File: src/assert_macros.svh
// assertion helpers used by the converter core
`ifndef ASSERT_MACROS_SVH
`define ASSERT_MACROS_SVH

// generic form: explicit clock and active-low reset
`define SITOA_ASSERT_ON(lbl, clk, rst_n, prop, msg) \
    lbl: assert property (@(posedge clk) disable iff (!rst_n) prop) else $error(msg);

// block form: uses the block clock and reset names
`define SITOA_ASSERT(lbl, prop, msg) \
    `SITOA_ASSERT_ON(lbl, i_clk, i_rst_n, prop, msg)

`endif

File: src/sitoa_pkg.sv
// ----------------------------------------------------------------------------
// sitoa_pkg
// Shared types and constants of the signed integer to decimal text converter.
// ----------------------------------------------------------------------------
`timescale 1ns / 1ps
`default_nettype none

package sitoa_pkg;

    // default input width
    localparam int VALUE_BITS_DEF = 32;

    // ascii codes
    localparam logic [6:0] CH_ZERO  = 7'd48;
    localparam logic [6:0] CH_MINUS = 7'd45;

    // double dabble correction: digits of five or more get three added
    localparam logic [3:0] DIGIT_ADJ_MIN = 4'd5;
    localparam logic [3:0] DIGIT_ADJ     = 4'd3;

    // control state of the converter
    typedef enum logic [2:0] {
        ST_IDLE,
        ST_CONVERT,
        ST_SKIP,
        ST_SIGN,
        ST_DIGITS
    } t_state;

    // operation applied to every digit cell in a cycle
    typedef enum logic [1:0] {
        CELL_HOLD,
        CELL_CLEAR,
        CELL_DABBLE,
        CELL_SHIFT
    } t_cell_op;

endpackage

`default_nettype wire

File: src/sitoa_bcd_cell.sv
// ----------------------------------------------------------------------------
// sitoa_bcd_cell
// One decimal digit of the shift-add-3 chain; also shifts whole digits upward.
// ----------------------------------------------------------------------------
`timescale 1ns / 1ps
`default_nettype none

module sitoa_bcd_cell
    import sitoa_pkg::*;
(
    input  wire logic       i_clk,
    input  wire t_cell_op   i_op,
    input  wire logic       i_carry,
    input  wire logic [3:0] i_digit,
    output logic      [3:0] o_digit,
    output logic            o_carry
);

    logic [3:0] r_digit;
    logic [3:0] n_digit;
    logic [3:0] w_adj;

    // add-3 correction ahead of the shift
    assign w_adj   = (r_digit >= DIGIT_ADJ_MIN) ? (r_digit + DIGIT_ADJ) : r_digit;
    assign o_carry = w_adj[3];
    assign o_digit = r_digit;

    // next digit value
    always_comb begin
        unique case (i_op)
            CELL_HOLD:   n_digit = r_digit;
            CELL_CLEAR:  n_digit = 4'd0;
            CELL_DABBLE: n_digit = {w_adj[2:0], i_carry};
            CELL_SHIFT:  n_digit = i_digit;
            default:     n_digit = r_digit;
        endcase
    end

    // digit register
    always_ff @(posedge i_clk) begin
        r_digit <= n_digit;
    end

endmodule

`default_nettype wire

File: src/sitoa_digit_chain.sv
// ----------------------------------------------------------------------------
// sitoa_digit_chain
// Row of digit cells: binary bits enter at the bottom, digits leave at the top.
// ----------------------------------------------------------------------------
`timescale 1ns / 1ps
`default_nettype none

module sitoa_digit_chain
    import sitoa_pkg::*;
#(
    parameter int NUM_DIGITS = 10
) (
    input  wire logic       i_clk,
    input  wire t_cell_op   i_op,
    input  wire logic       i_bit,
    output logic      [3:0] o_msd,
    output logic            o_ovf
);

    logic [3:0] w_digits [NUM_DIGITS];
    logic       w_carry  [NUM_DIGITS+1];

    assign w_carry[0] = i_bit;
    assign o_msd      = w_digits[NUM_DIGITS-1];

    // carry out of the top digit, never set while dabbling a valid magnitude
    assign o_ovf      = w_carry[NUM_DIGITS];

    // cell g takes its carry and its shifted digit from cell g-1; cell 0 takes the input bit and a zero digit
    for (genvar g = 0; g < NUM_DIGITS; g++) begin : g_cell
        sitoa_bcd_cell u_cell (
            .i_clk   (i_clk),
            .i_op    (i_op),
            .i_carry (w_carry[g]),
            .i_digit ((g == 0) ? 4'd0 : w_digits[(g == 0) ? 0 : g-1]),
            .o_digit (w_digits[g]),
            .o_carry (w_carry[g+1])
        );
    end

endmodule

`default_nettype wire

File: src/signed_int_to_decimal_ascii_core.sv
// The value is accepted in idle, passed bit-serially through the digit cell row, and its
// leading zeros are shifted out; then '-' leads negatives and the digits follow, one per
// cycle while the sink does not stall. o_stall holds off a new request until the last
// digit has been loaded into the output register.
// Reset (synchronous, active low) clears the state machine and the output valid flag.
// ----------------------------------------------------------------------------
// signed_int_to_decimal_ascii_core
// Signed integer to decimal ascii text, one character per output request.
// ----------------------------------------------------------------------------
`timescale 1ns / 1ps
`default_nettype none

`include "assert_macros.svh"

module signed_int_to_decimal_ascii_core
    import sitoa_pkg::*;
#(
    parameter int VALUE_BITS = VALUE_BITS_DEF
) (
    input  wire logic                         i_clk,
    input  wire logic                         i_rst_n,
    input  wire logic                         i_valid,
    output logic                              o_stall,
    input  wire logic signed [VALUE_BITS-1:0] i_value,
    output logic                              o_valid,
    input  wire logic                         i_stall,
    output logic             [6:0]            o_character,
    output logic                              o_last_char
);

    // digits of 2^(VALUE_BITS-1): floor((VALUE_BITS-1)*log10(2)) + 1
    localparam int NUM_DIGITS = ((VALUE_BITS - 1) * 1233) / 4096 + 1;
    localparam int BIT_CNT_W  = $clog2(VALUE_BITS);
    localparam int LEFT_W     = $clog2(NUM_DIGITS + 1);

    t_state                r_state;
    t_state                n_state;
    logic [BIT_CNT_W-1:0]  r_bit_cnt;
    logic [LEFT_W-1:0]     r_left;
    logic                  r_neg;
    logic [VALUE_BITS-1:0] r_mag;
    logic                  r_out_valid;
    logic [6:0]            r_out_char;
    logic                  r_out_last;

    logic                  w_in_acc;
    logic                  w_out_free;
    logic                  w_out_load;
    logic [6:0]            w_out_char;
    logic                  w_out_last;
    t_cell_op              w_cell_op;
    logic [3:0]            w_msd;
    logic                  w_chain_ovf;
    logic [VALUE_BITS-1:0] w_raw;
    logic [VALUE_BITS-1:0] w_abs;
    logic                  w_msd_zero;
    logic                  w_one_left;
    logic                  w_char_legal;
    logic                  w_minus_out;
    logic                  w_final_load;

    // handshake
    assign w_in_acc    = i_valid && (r_state == ST_IDLE);
    assign o_stall     = (r_state != ST_IDLE);
    assign w_out_free  = !r_out_valid || !i_stall;
    assign o_valid     = r_out_valid;
    assign o_character = r_out_char;
    assign o_last_char = r_out_last;

    // magnitude, one bit of unsigned headroom covers the most negative value
    assign w_raw = i_value;
    assign w_abs = w_raw[VALUE_BITS-1] ? (~w_raw + 1'b1) : w_raw;

    assign w_msd_zero = (w_msd == 4'd0);
    assign w_one_left = (r_left == LEFT_W'(1));

    // digit cell row
    sitoa_digit_chain #(
        .NUM_DIGITS (NUM_DIGITS)
    ) u_chain (
        .i_clk (i_clk),
        .i_op  (w_cell_op),
        .i_bit (r_mag[VALUE_BITS-1]),
        .o_msd (w_msd),
        .o_ovf (w_chain_ovf)
    );

    // next state
    always_comb begin
        n_state = r_state;
        unique case (r_state)
            ST_IDLE: begin
                if (w_in_acc) n_state = ST_CONVERT;
            end
            ST_CONVERT: begin
                if (r_bit_cnt == '0) n_state = ST_SKIP;
            end
            ST_SKIP: begin
                if (!w_msd_zero || w_one_left) n_state = r_neg ? ST_SIGN : ST_DIGITS;
            end
            ST_SIGN: begin
                if (w_out_free) n_state = ST_DIGITS;
            end
            ST_DIGITS: begin
                if (w_out_free && w_one_left) n_state = ST_IDLE;
            end
            default: n_state = ST_IDLE;
        endcase
    end

    // state outputs
    always_comb begin
        w_cell_op  = CELL_HOLD;
        w_out_load = 1'b0;
        w_out_char = CH_ZERO + {3'b000, w_msd};
        w_out_last = 1'b0;
        unique case (r_state)
            ST_IDLE: begin
                if (w_in_acc) w_cell_op = CELL_CLEAR;
            end
            ST_CONVERT: begin
                w_cell_op = CELL_DABBLE;
            end
            ST_SKIP: begin
                if (w_msd_zero && !w_one_left) w_cell_op = CELL_SHIFT;
            end
            ST_SIGN: begin
                w_out_load = w_out_free;
                w_out_char = CH_MINUS;
            end
            ST_DIGITS: begin
                w_out_load = w_out_free;
                w_out_last = w_one_left;
                if (w_out_free) w_cell_op = CELL_SHIFT;
            end
            default: w_cell_op = CELL_HOLD;
        endcase
    end

    // control registers
    always_ff @(posedge i_clk) begin
        if (!i_rst_n) begin
            r_state     <= ST_IDLE;
            r_out_valid <= 1'b0;
        end else begin
            r_state <= n_state;
            if (w_out_load) begin
                r_out_valid <= 1'b1;
            end else if (!i_stall) begin
                r_out_valid <= 1'b0;
            end
        end
    end

    // datapath registers
    always_ff @(posedge i_clk) begin
        if (w_in_acc) begin
            r_mag     <= w_abs;
            r_neg     <= w_raw[VALUE_BITS-1];
            r_bit_cnt <= BIT_CNT_W'(VALUE_BITS - 1);
            r_left    <= LEFT_W'(NUM_DIGITS);
        end else begin
            if (r_state == ST_CONVERT) begin
                r_mag     <= {r_mag[VALUE_BITS-2:0], 1'b0};
                r_bit_cnt <= r_bit_cnt - 1'b1;
            end
            if (w_cell_op == CELL_SHIFT) begin
                r_left <= r_left - 1'b1;
            end
        end
        if (w_out_load) begin
            r_out_char <= w_out_char;
            r_out_last <= w_out_last;
        end
    end

    // check terms
    assign w_char_legal = (o_character == CH_MINUS) ||
                          (o_character >= CH_ZERO && o_character <= CH_ZERO + 7'd9);
    assign w_minus_out  = o_valid && (o_character == CH_MINUS);
    assign w_final_load = (r_state == ST_DIGITS) && w_out_load && w_one_left;

    // checks
    `SITOA_ASSERT(a_char_legal, o_valid |-> w_char_legal, "character is neither minus nor digit")
    `SITOA_ASSERT(a_minus_not_last, w_minus_out |-> !o_last_char, "minus sign marked last")
    `SITOA_ASSERT(a_last_ends_run, w_final_load |=> (r_state == ST_IDLE), "busy after last digit")
    `SITOA_ASSERT(a_no_overflow, (w_cell_op == CELL_DABBLE) |-> !w_chain_ovf, "digit row overflow")

endmodule

`default_nettype wire

File: config.mk
export PLATFORM = sky130hd
export DESIGN_NAME = signed_int_to_decimal_ascii_core
export DESIGN_NICKNAME = d
export VERILOG_FILES = /design/src/sitoa_pkg.sv /design/src/sitoa_bcd_cell.sv /design/src/sitoa_digit_chain.sv /design/src/signed_int_to_decimal_ascii_core.sv
export VERILOG_INCLUDE_DIRS = /design/src /design/src/src
export SDC_FILE = /design/constraint.sdc
export NUM_CORES = 1
export LEC_CHECK = 0
export ABC_AREA = 1
export BUFFER_PORTS_ARGS = -buffer_cell sky130_fd_sc_hd__buf_2
export CAP_MARGIN = 20
export CORE_ASPECT_RATIO = 2
export CORE_MARGIN = 1.5
export CORE_UTILIZATION = 50
export CTS_CLUSTER_DIAMETER = 200
export CTS_CLUSTER_SIZE = 30
export DETAILED_ROUTE_END_ITERATION = 7
export PLACE_DENSITY = 0.71
export SLEW_MARGIN = 20
export SYNTH_ARGS = -nofsm -noshare
export SYNTH_HDL_FRONTEND = slang
export SYNTH_SLANG_ARGS = --single-unit
File: constraint.sdc
create_clock -name i_clk -period 2.6 [get_ports i_clk]
set_input_delay 0.26 -clock i_clk [delete_from_list [all_inputs] [get_ports i_clk]]
set_output_delay 0.26 -clock i_clk [all_outputs]
set_load 0.01 [all_outputs]
After elaboration in Yosys (flattened, before gate mapping) --
Index checks and enable logic that the tools add are counted.
Word-level totals: register bits 94, input bits 36, output and inout port bits 10, word-level logic and storage cells 112
Operators by class: add/subtract/negate cells 14, order comparisons 10, equal/unequal tests 14, multiplexer cells 37, bitwise operators 1, reduce and logical (&&, ||, !) cells 18
Operators by type and width (count):
- case mux 4 bit (3 select lines) | 9
- two-way mux 32 bit | 3
- >= comparator 4 x 3 -> 1 bit (second input constant) | 10
- adder 4 x 2 -> 4 bit (second input constant) | 9
- two-way mux 4 bit | 9
- adder 32 x 1 -> 32 bit (second input constant) | 1
- inverter 32 bit | 1
- two-way mux 3 bit | 7
- case mux 3 bit (5 select lines) | 1
- inequality test 2 bit (second input constant) | 5
- case mux 2 bit (4 select lines) | 1
- case mux 4 bit (2 select lines) | 1
- adder 6 x 4 -> 7 bit (first input constant) | 1
- == test 3 x 2 -> 1 bit (second input constant) | 2
- logical NOT 5 bit | 1
- AND reduction 5 bit | 1
- subtractor 5 x 1 -> 5 bit (second input constant) | 1
- == test 2 bit (second input constant) | 2
- == test 4 x 1 -> 1 bit (second input constant) | 1
- logical NOT 1 bit | 4
- logical NOT 4 bit | 1
- two-way mux 1 bit | 4
- two-way mux 2 bit | 2
- OR reduction 2 bit | 2
- 12 further kinds | 15

Logic depth before layout (Yosys ltp) --
Gate-level depths: netlist (run 1).
depth after elaboration 8, gate-level depth with buffers 11, mapped depth without buffers 11

Modules after synthesis --
Synthesis (run 1) repeated with hierarchy kept, for this count alone.
Second synthesis, totals: cells, all modules 818, area, all modules 6444.9 um^2
Modules (own cells, without submodules):
- signed_int_to_decimal_ascii_core | instances 1, cells each 437, area each 3338.2 um^2
- sitoa_bcd_cell | instances 10, cells each 38, area each 310.3 um^2
- sitoa_digit_chain | instances 1, cells each 1, area each 3.8 um^2

Least setup slack after synthesis (run 1) --
OpenSTA, ideal clock, no wires.
path kind reg-to-reg, start register r_state[0], end register u_chain.g_cell[0].u_cell.r_digit[0], enable pin, arrival time 2.070 ns, required time 1.966 ns, setup slack -0.104 ns, cell stages (with the launch flop) 10, path buffers 2, cells stage by stage dfxtp_1 inv_2 nand2_2 nor2_2 inv_2 nor2_8 inv_2 buf_4 buf_4 nand3_1
Between the ends: longest elaborated chain between the ends 5, elaborated cells on any way between the ends 8, classes of those cells 3 x eq/ne; 2 x mux; 3 x reduce/logical
RTL lines:
- from (decl) | line signed_int_to_decimal_ascii_core.sv:36 | t_state r_state;
- from (signal assigned) | line signed_int_to_decimal_ascii_core.sv:146 | r_state <= n_state;
- logical NOT 3 bit | line signed_int_to_decimal_ascii_core.sv:63, signed_int_to_decimal_ascii_core.sv:117
- logical AND 1 bit | line signed_int_to_decimal_ascii_core.sv:63 | assign w_in_acc = i_valid && (r_state == ST_IDLE);
- two-way mux 1 bit | line signed_int_to_decimal_ascii_core.sv:119 | if (w_in_acc) w_cell_op = CELL_CLEAR;
- case mux 2 bit (4 select lines) * | line signed_int_to_decimal_ascii_core.sv:117 | unique case (r_state)
- logical NOT 2 bit * | line sitoa_bcd_cell.sv:30 | unique case (i_op)
- to (signal assigned) | line sitoa_bcd_cell.sv:41 | r_digit <= n_digit;
- to (decl) | line sitoa_bcd_cell.sv:19 | logic [3:0] r_digit;
Mark *: on every way between the ends. The rest lies on a longest branch, timed or not. A chain may end at the register's enable or synchronous reset.

Worst setup path after layout (run 1) --
start register r_state[0], end register r_mag[7], data pin
Between the ends: longest elaborated chain between the ends 3
RTL lines:
- logical NOT 3 bit | line signed_int_to_decimal_ascii_core.sv:63
- logical AND 1 bit | line signed_int_to_decimal_ascii_core.sv:63
- two-way mux 32 bit | line signed_int_to_decimal_ascii_core.sv:157 | if (w_in_acc) begin
- to (signal assigned) | line signed_int_to_decimal_ascii_core.sv:158 | r_mag <= w_abs;
- to (signal assigned) | line signed_int_to_decimal_ascii_core.sv:164 | r_mag <= {r_mag[VALUE_BITS-2:0], 1'b0};
- to (decl) | line signed_int_to_decimal_ascii_core.sv:41 | logic [VALUE_BITS-1:0] r_mag;
Every way passes these cells.

==> metrics, run 1 <==
grt total ovfl=0; ANT cells=0; Netlist cell types=44; Switch Pwr=3.05 mW; Yosys reg bits=slightly above 90; max-slew violation count=0; final core utilization=0.564; clock root buffer=clkbuf_16; layout cell share with drive strength beyond 1=0.134; top cells by area, synth=edfxtp_1, nand2_1, inv_1; initial antenna violation count=0; minimum clock period=1.97 ns; Logic pwr share=0.430; # port buffers=43; r2r endpoint=r_mag[7]; Setup Skew=0.00491 ns; Clock power frac=0.157; Netlist Area Pre-Place=5760 sq um; post-CTS setup buffers=0; GR Util All Layers=0.215; hpwl dp=9490 um; worst-skew pair later-pin latency=approximately 0.33 ns; top cell type's share of synthesized area=0.412; reg-to-reg slack, setup=between 0.6 and 0.7 ns; Place WS=0.493 ns; Setup Crit Path Kind=reg2reg; Syn Area/Cell=8.40 sq um; via/cell ratio=5.31; Post-CTS Hold Buffers=0; Setup TNS Final=0 ns; maxcap violations=0; Clk pin slew, worst setup/hold paths=0.06 ns; Max Root-Sink Buffers=2; FF-to-FF Start=r_state[0]; first-pass GRT wire length=20600 um; worst slew pin tran=0.658 ns; # DRC=0; Setup WS post-layout=0.627 ns; cell with the most instances after synthesis=nand2_1; Post-synth EDFFs=~80; end point of the critical path=r_mag[7]; CTS H-tree depth=3; Int Pwr=4.46 mW; sequential power share=0.413; final layout net count=a little under 800; startpoint types=register; DR pass1 iterations=4; final wirelength=12300 um; Async S/R FF share, synth=0; commonest cells in the netlist=nand2_1, inv_1, edfxtp_1; RSZ-0062 raised after global routing=false; WL/cell=14.1 um; Area Overhead vs Synth=10.6%; status=completed; largest net degree at the start of global routing=between 40 and 50; pwr/cell area=1180 nW/um^2; Synth Flop Type=edfxtp_1; routability cong.=0.863; Post-CTS Resized=0; Die ar.=about 12000 sq um; Slew HR=0.560; VDD IR max=0.000653 V; # setup viols final=0; clock sinks=92; switching share of total power=0.406; CTS buffer count=9; Synth Instances=approximately 690; WP data arrival=just over 2 ns; DR iter-0 viols=~310; Design Power=7.51 mW; Max Clk Rate=between 500 and 600 MHz; sequential-to-total area share from yosys stat=0.457; Synthesized Nets=around 750; reg2reg path depth=9; Placement Rows=55; leading area contributor after synthesis=edfxtp_1; Die X=around 80 um; Synth Warn #=0; min-delay worst type=in2reg; final hold violations=0; Top Ports=46; CORE AREA=11300 sq um; Crit Path Max Fanout=44; DR vias=4643; Critical Path RT=2.67 ns; P_leak=2.80 nW; initial core utilization=0.510; DIE HEIGHT=155 um; Final ANT Viol Nets=0; critical path capture point type=register; vias in the first global route=4560; critical path startpoint=r_state[0]; period utilisation layout=0.759; CTS tree=yes
==> per-stage QoR <==
stage	cell area (sq um)	instances	hold WS, ns
after CTS	6370	874	0.187
after floorplan	5760	685	0.359
after detailed placement	6100	858	0.465
final	6370	874	0.198
after global routing	6370	874	0.192
after global placement	6100	858	0.462
==> cell families after synthesis <==
family	Yosys count	share of synthesized area
AO/OA/AOI/OAI	116	0.130
XOR/XNOR	25	0.0380
adder cells (fa/ha/maj)	25	0.0543
buffers and inverters	112	0.0819
flip-flops	92	0.457
other	2	0.00130
AND/OR/NAND/NOR	313	0.237
==> power groups by stage <==
stage | clock network, mW | registers, mW | logic, mW
3_3_place_gp | 0 | 3.10 | 3.08
3_5_place_dp | 0 | 3.12 | 3.25
5_1_grt | 1.26 | 3.19 | 3.69
6_report | 1.18 | 3.11 | 3.23
4_1_cts | 1.20 | 3.11 | 3.27
2_1_floorplan | 0 | 3.02 | 2.47
==> how the worst min path moves through the flow <==
stage | start | endpoint | slack (ns) | depth (start not counted)
after floorplan | i_value[31] | r_neg | 0.36 | 0
after global placement | r_left[3] | r_left[3] | 0.46 | 1
after detailed placement | r_left[3] | r_left[3] | 0.46 | 1
after CTS | i_rst_n | r_state[0] | 0.19 | 3
after global routing | i_rst_n | r_state[1] | 0.19 | 3
final | i_rst_n | r_state[1] | 0.20 | 3
==> flip-flops by register name, summed over array words and instances (netlist names) <==
name,flops
u_chain.g_cell.u_cell.o_digit,40
r_mag,32
r_neg,1
o_last_char,1
o_valid,1
r_left,4
o_character,5
r_state,3
r_bit_cnt,5
==> worst max-delay path, stage by stage, from the launching register on <==
cell	delay, ns
dfxtp_1	0.36
inv_2	0.12
nand2_2	0.08
nor2_2	0.12
inv_2	0.08
nor2_8	0.25
inv_2	0.19
buf_4	0.29
nand2_1	0.11
o21ai_0	0.08
==> cells in the final DEF, fill, tap and decap left out, types with 16 or more instances in the layout <==
master / instances
edfxtp_1: 79
o21ai_0: 62
nand3_1: 50
buf_2: 43
o32ai_1: 16
nor2_1: 77
xor2_1: 22
nand2_1: 152
inv_1: 87
ha_1: 25
==> layer usage <==
metal | up-vias | GRT usage | wire (um)
met5 | - | 0 | 0
met4 | 0 | 0.0952 | 374
met3 | 25 | 0.0248 | 213
met2 | 78 | 0.424 | 7150
met1 | 2147 | 0.217 | 4560
li1 | 2393 | - | -
==> layout make-up <==
class / instances / area [sq um]
fill: 1048 / 4920
multi-input combinational: 481 / 2660
sequential: 92 / 2630
inverter: 93 / 352
timing repair buffer: 50 / 280
clock buffer: 11 / 243
tap: 142 / 178
clock inverter: 5 / 27.5
No activity file was read; power rests on OpenSTA's default activity.
==> run 2, diff against run 1 <==
Clock period 2.6 ns to 1.8 ns, I/O delays scaled along.
==> run 2 against run 1 <==
Net effect:
- cell area up 4.6%
- first-iteration DRC count down 27%
- die area unchanged
- power is 54% higher
- cell count up 1.5%
- sequential power is 43% higher
- register-to-register slack worse by 0.54 ns
- non-clock buffer count increased by 13
- clock power rose by 70%
- count of clock-buffer cells in the layout rose by 1
- via count increased by 2.2%
- sequential share of layout area fell by 1.8 points
- critical endpoint is now u_chain.g_cell[9].u_cell.o_digit[0]
- largest cell class unchanged
- largest power group unchanged
==> metrics, run 2 (synthesis gave the netlist of run 1 again) <==
status=completed; initial core utilization=0.510; most frequent cells in the layout=nand2_1, inv_1, edfxtp_1; initial antenna violation count=0; slowest cell delay on critical path=0.41 ns; # fillers=between 1000 and 1500; clock root buffer=clkbuf_16; grt total ovfl=0; WHS Path Cells=3; critical path capture point type=register; pwr/cell area=1740 nW/um^2; via/cell ratio=5.35; Post-Place Cell Area=about 6300 sq um; max layer used=met4; final hold violations=0; Die ar.=about 12000 sq um; DIE HEIGHT=155 um; min-delay worst type=in2reg; hpwl dp=between 9000 and 10000 um; WL/cell=between 10 and 15 um; # DRC=0; ANT cells=0; reg-to-reg slack, setup=0.09 ns; Max Clk Rate=583 MHz; VDD IR max=0.000695 V; max reg flops=40; FF-to-FF Start=u_chain.g_cell[8].u_cell.o_digit[0]; Area Overhead vs Synth=15.8%; vias in the first global route=4933; routability cong.=0.851; Fin Hold WS=0.0891 ns; final instance area=6660 sq um; clock sinks=92; Clk pin slew, worst setup/hold paths=0.07 ns; largest net degree at the start of global routing=55; WP data arrival=1.86 ns; CTS tree=yes; Top Ports=46; most common cell after layout, fill and taps aside=nand2_1; worst-skew pair later-pin latency=0.34 ns; startpoint types=register; Met2 Wirelength=7220 um; r2r endpoint=u_chain.g_cell[9].u_cell.o_digit[0]; # setup viols final=0; Hold EP=r_state[0]; CORE AREA=about 11000 sq um; maxcap violations=0; CTS buffer count=9; final layout net count=801; Final ANT Viol Nets=0; DR iter-0 viols=223; CTS H-tree depth=3; Die X=78.9 um; M1 WL=4450 um; met3 WL=between 200 and 300 um; GR Util All Layers=0.214; first-pass GRT wire length=20800 um; most frequent CP cell=inv_1; worst hold path startpoint=i_rst_n; Crit Path Max Fanout=4; reg2reg path depth=6; Setup Crit Path Kind=reg2reg; minimum clock period=1.71 ns; DR pass1 iterations=5; Max Root-Sink Buffers=2; Setup Skew=0.00727 ns; crit path cell chain=inv_1 > ha_1 > or2_2 > nand3_2 > inv_1 > o32ai_1; P_leak=2.93 nW; final wirelength=~12000 um; max-slew violation count=0; Critical Path RT=1.95 ns; layout cell share with drive strength beyond 1=0.173; # port buffers=43; DR vias=between 4000 and 5000; Slowest-stage cell, CP=edfxtp_1; Placement Rows=55; RSZ-0062 raised after global routing=false; Design Power=11.6 mW; period utilisation layout=0.952
==> run 2: cell types whose count changed in the layout (fill, tap and decap cells not counted), moves of 4 or more <==
| cell | previous run | this run |
|---|---|---|
| buf_4 | 6 | 15 |
| inv_1 | 87 | 83 |
| nand3_1 | 50 | 46 |
| clkinv_2 | 4 | 0 |
| buf_12 | 1 | 5 |
==> run 2: power by group <==
part | internal (mW) | leakage, nW | switching [mW]
combinational | 1.91 | 1.87 | 3.21
clock | 1.20 | 0.165 | 0.807
sequential | 3.89 | 0.890 | 0.573
total | 7.00 | 2.93 | 4.59
==> run 2: metal layers <==
layer | global-route usage | vias up
li1 | - | 2414
met1 | 0.203 | 2220
met2 | 0.431 | 90
met3 | 0.0271 | 21
met4 | 0.104 | 0
met5 | 0 | -
==> run 2: worst max-delay path, delay by kind of cell, from the launching register on <==
| kind | cells | cell delay (ns) |
|---|---|---|
| simple gates | 2 | 0.43 |
| compound gates | 1 | 0.29 |
| fa+ha+maj | 1 | 0.22 |
| flops | 1 | 0.41 |
| buf+inv | 2 | 0.18 |
==> run 2: repair_timing <==
action / CTS / global route
gates resized for setup: 0 / 7
hold buffers: 0 / 0
buffers inserted: 0 / 2
endpoints found under the setup margin: 0 / 11
==> run 2: cell type report <==
cell class | count | area (sq um) | area share
well taps | 142 | 178 | 0.0267
clock inverters | 4 | 32.5 | 0.00488
inverters | 93 | 355 | 0.0533
clock buffers | 12 | 300 | 0.0451
multi-input cells | 481 | 2730 | 0.410
repair buffers | 63 | 428 | 0.0642
flip-flops and latches | 92 | 2640 | 0.396
==> run 2: worst max path at each step <==
stage	from	to	cells past startpoint
floorplan	u_chain.g_cell[9].u_cell.o_digit[0]	u_chain.g_cell[0].u_cell.o_digit[0]	7
global placement	i_value[0]	r_mag[28]	10
detailed placement	i_value[0]	r_mag[28]	10
CTS	u_chain.g_cell[8].u_cell.o_digit[0]	u_chain.g_cell[9].u_cell.o_digit[0]	6
global route	u_chain.g_cell[4].u_cell.o_digit[0]	u_chain.g_cell[4].u_cell.o_digit[1]	6
finish	u_chain.g_cell[8].u_cell.o_digit[0]	u_chain.g_cell[9].u_cell.o_digit[0]	6
==> run 2: per-stage QoR <==
| step | TNS [ns] | instances | util | setup slack (ns) |
|---|---|---|---|---|
| finish | 0 | 887 | 0.590 | 0.0855 |
| global placement | 0 | 869 | 0.557 | 0.0467 |
| detailed placement | 0 | 869 | 0.557 | 0.00493 |
| CTS | 0 | 885 | 0.586 | 0.0334 |
| global route | 0 | 887 | 0.590 | 0.00832 |
| floorplan | -2.42 | 685 | - | -0.0436 |
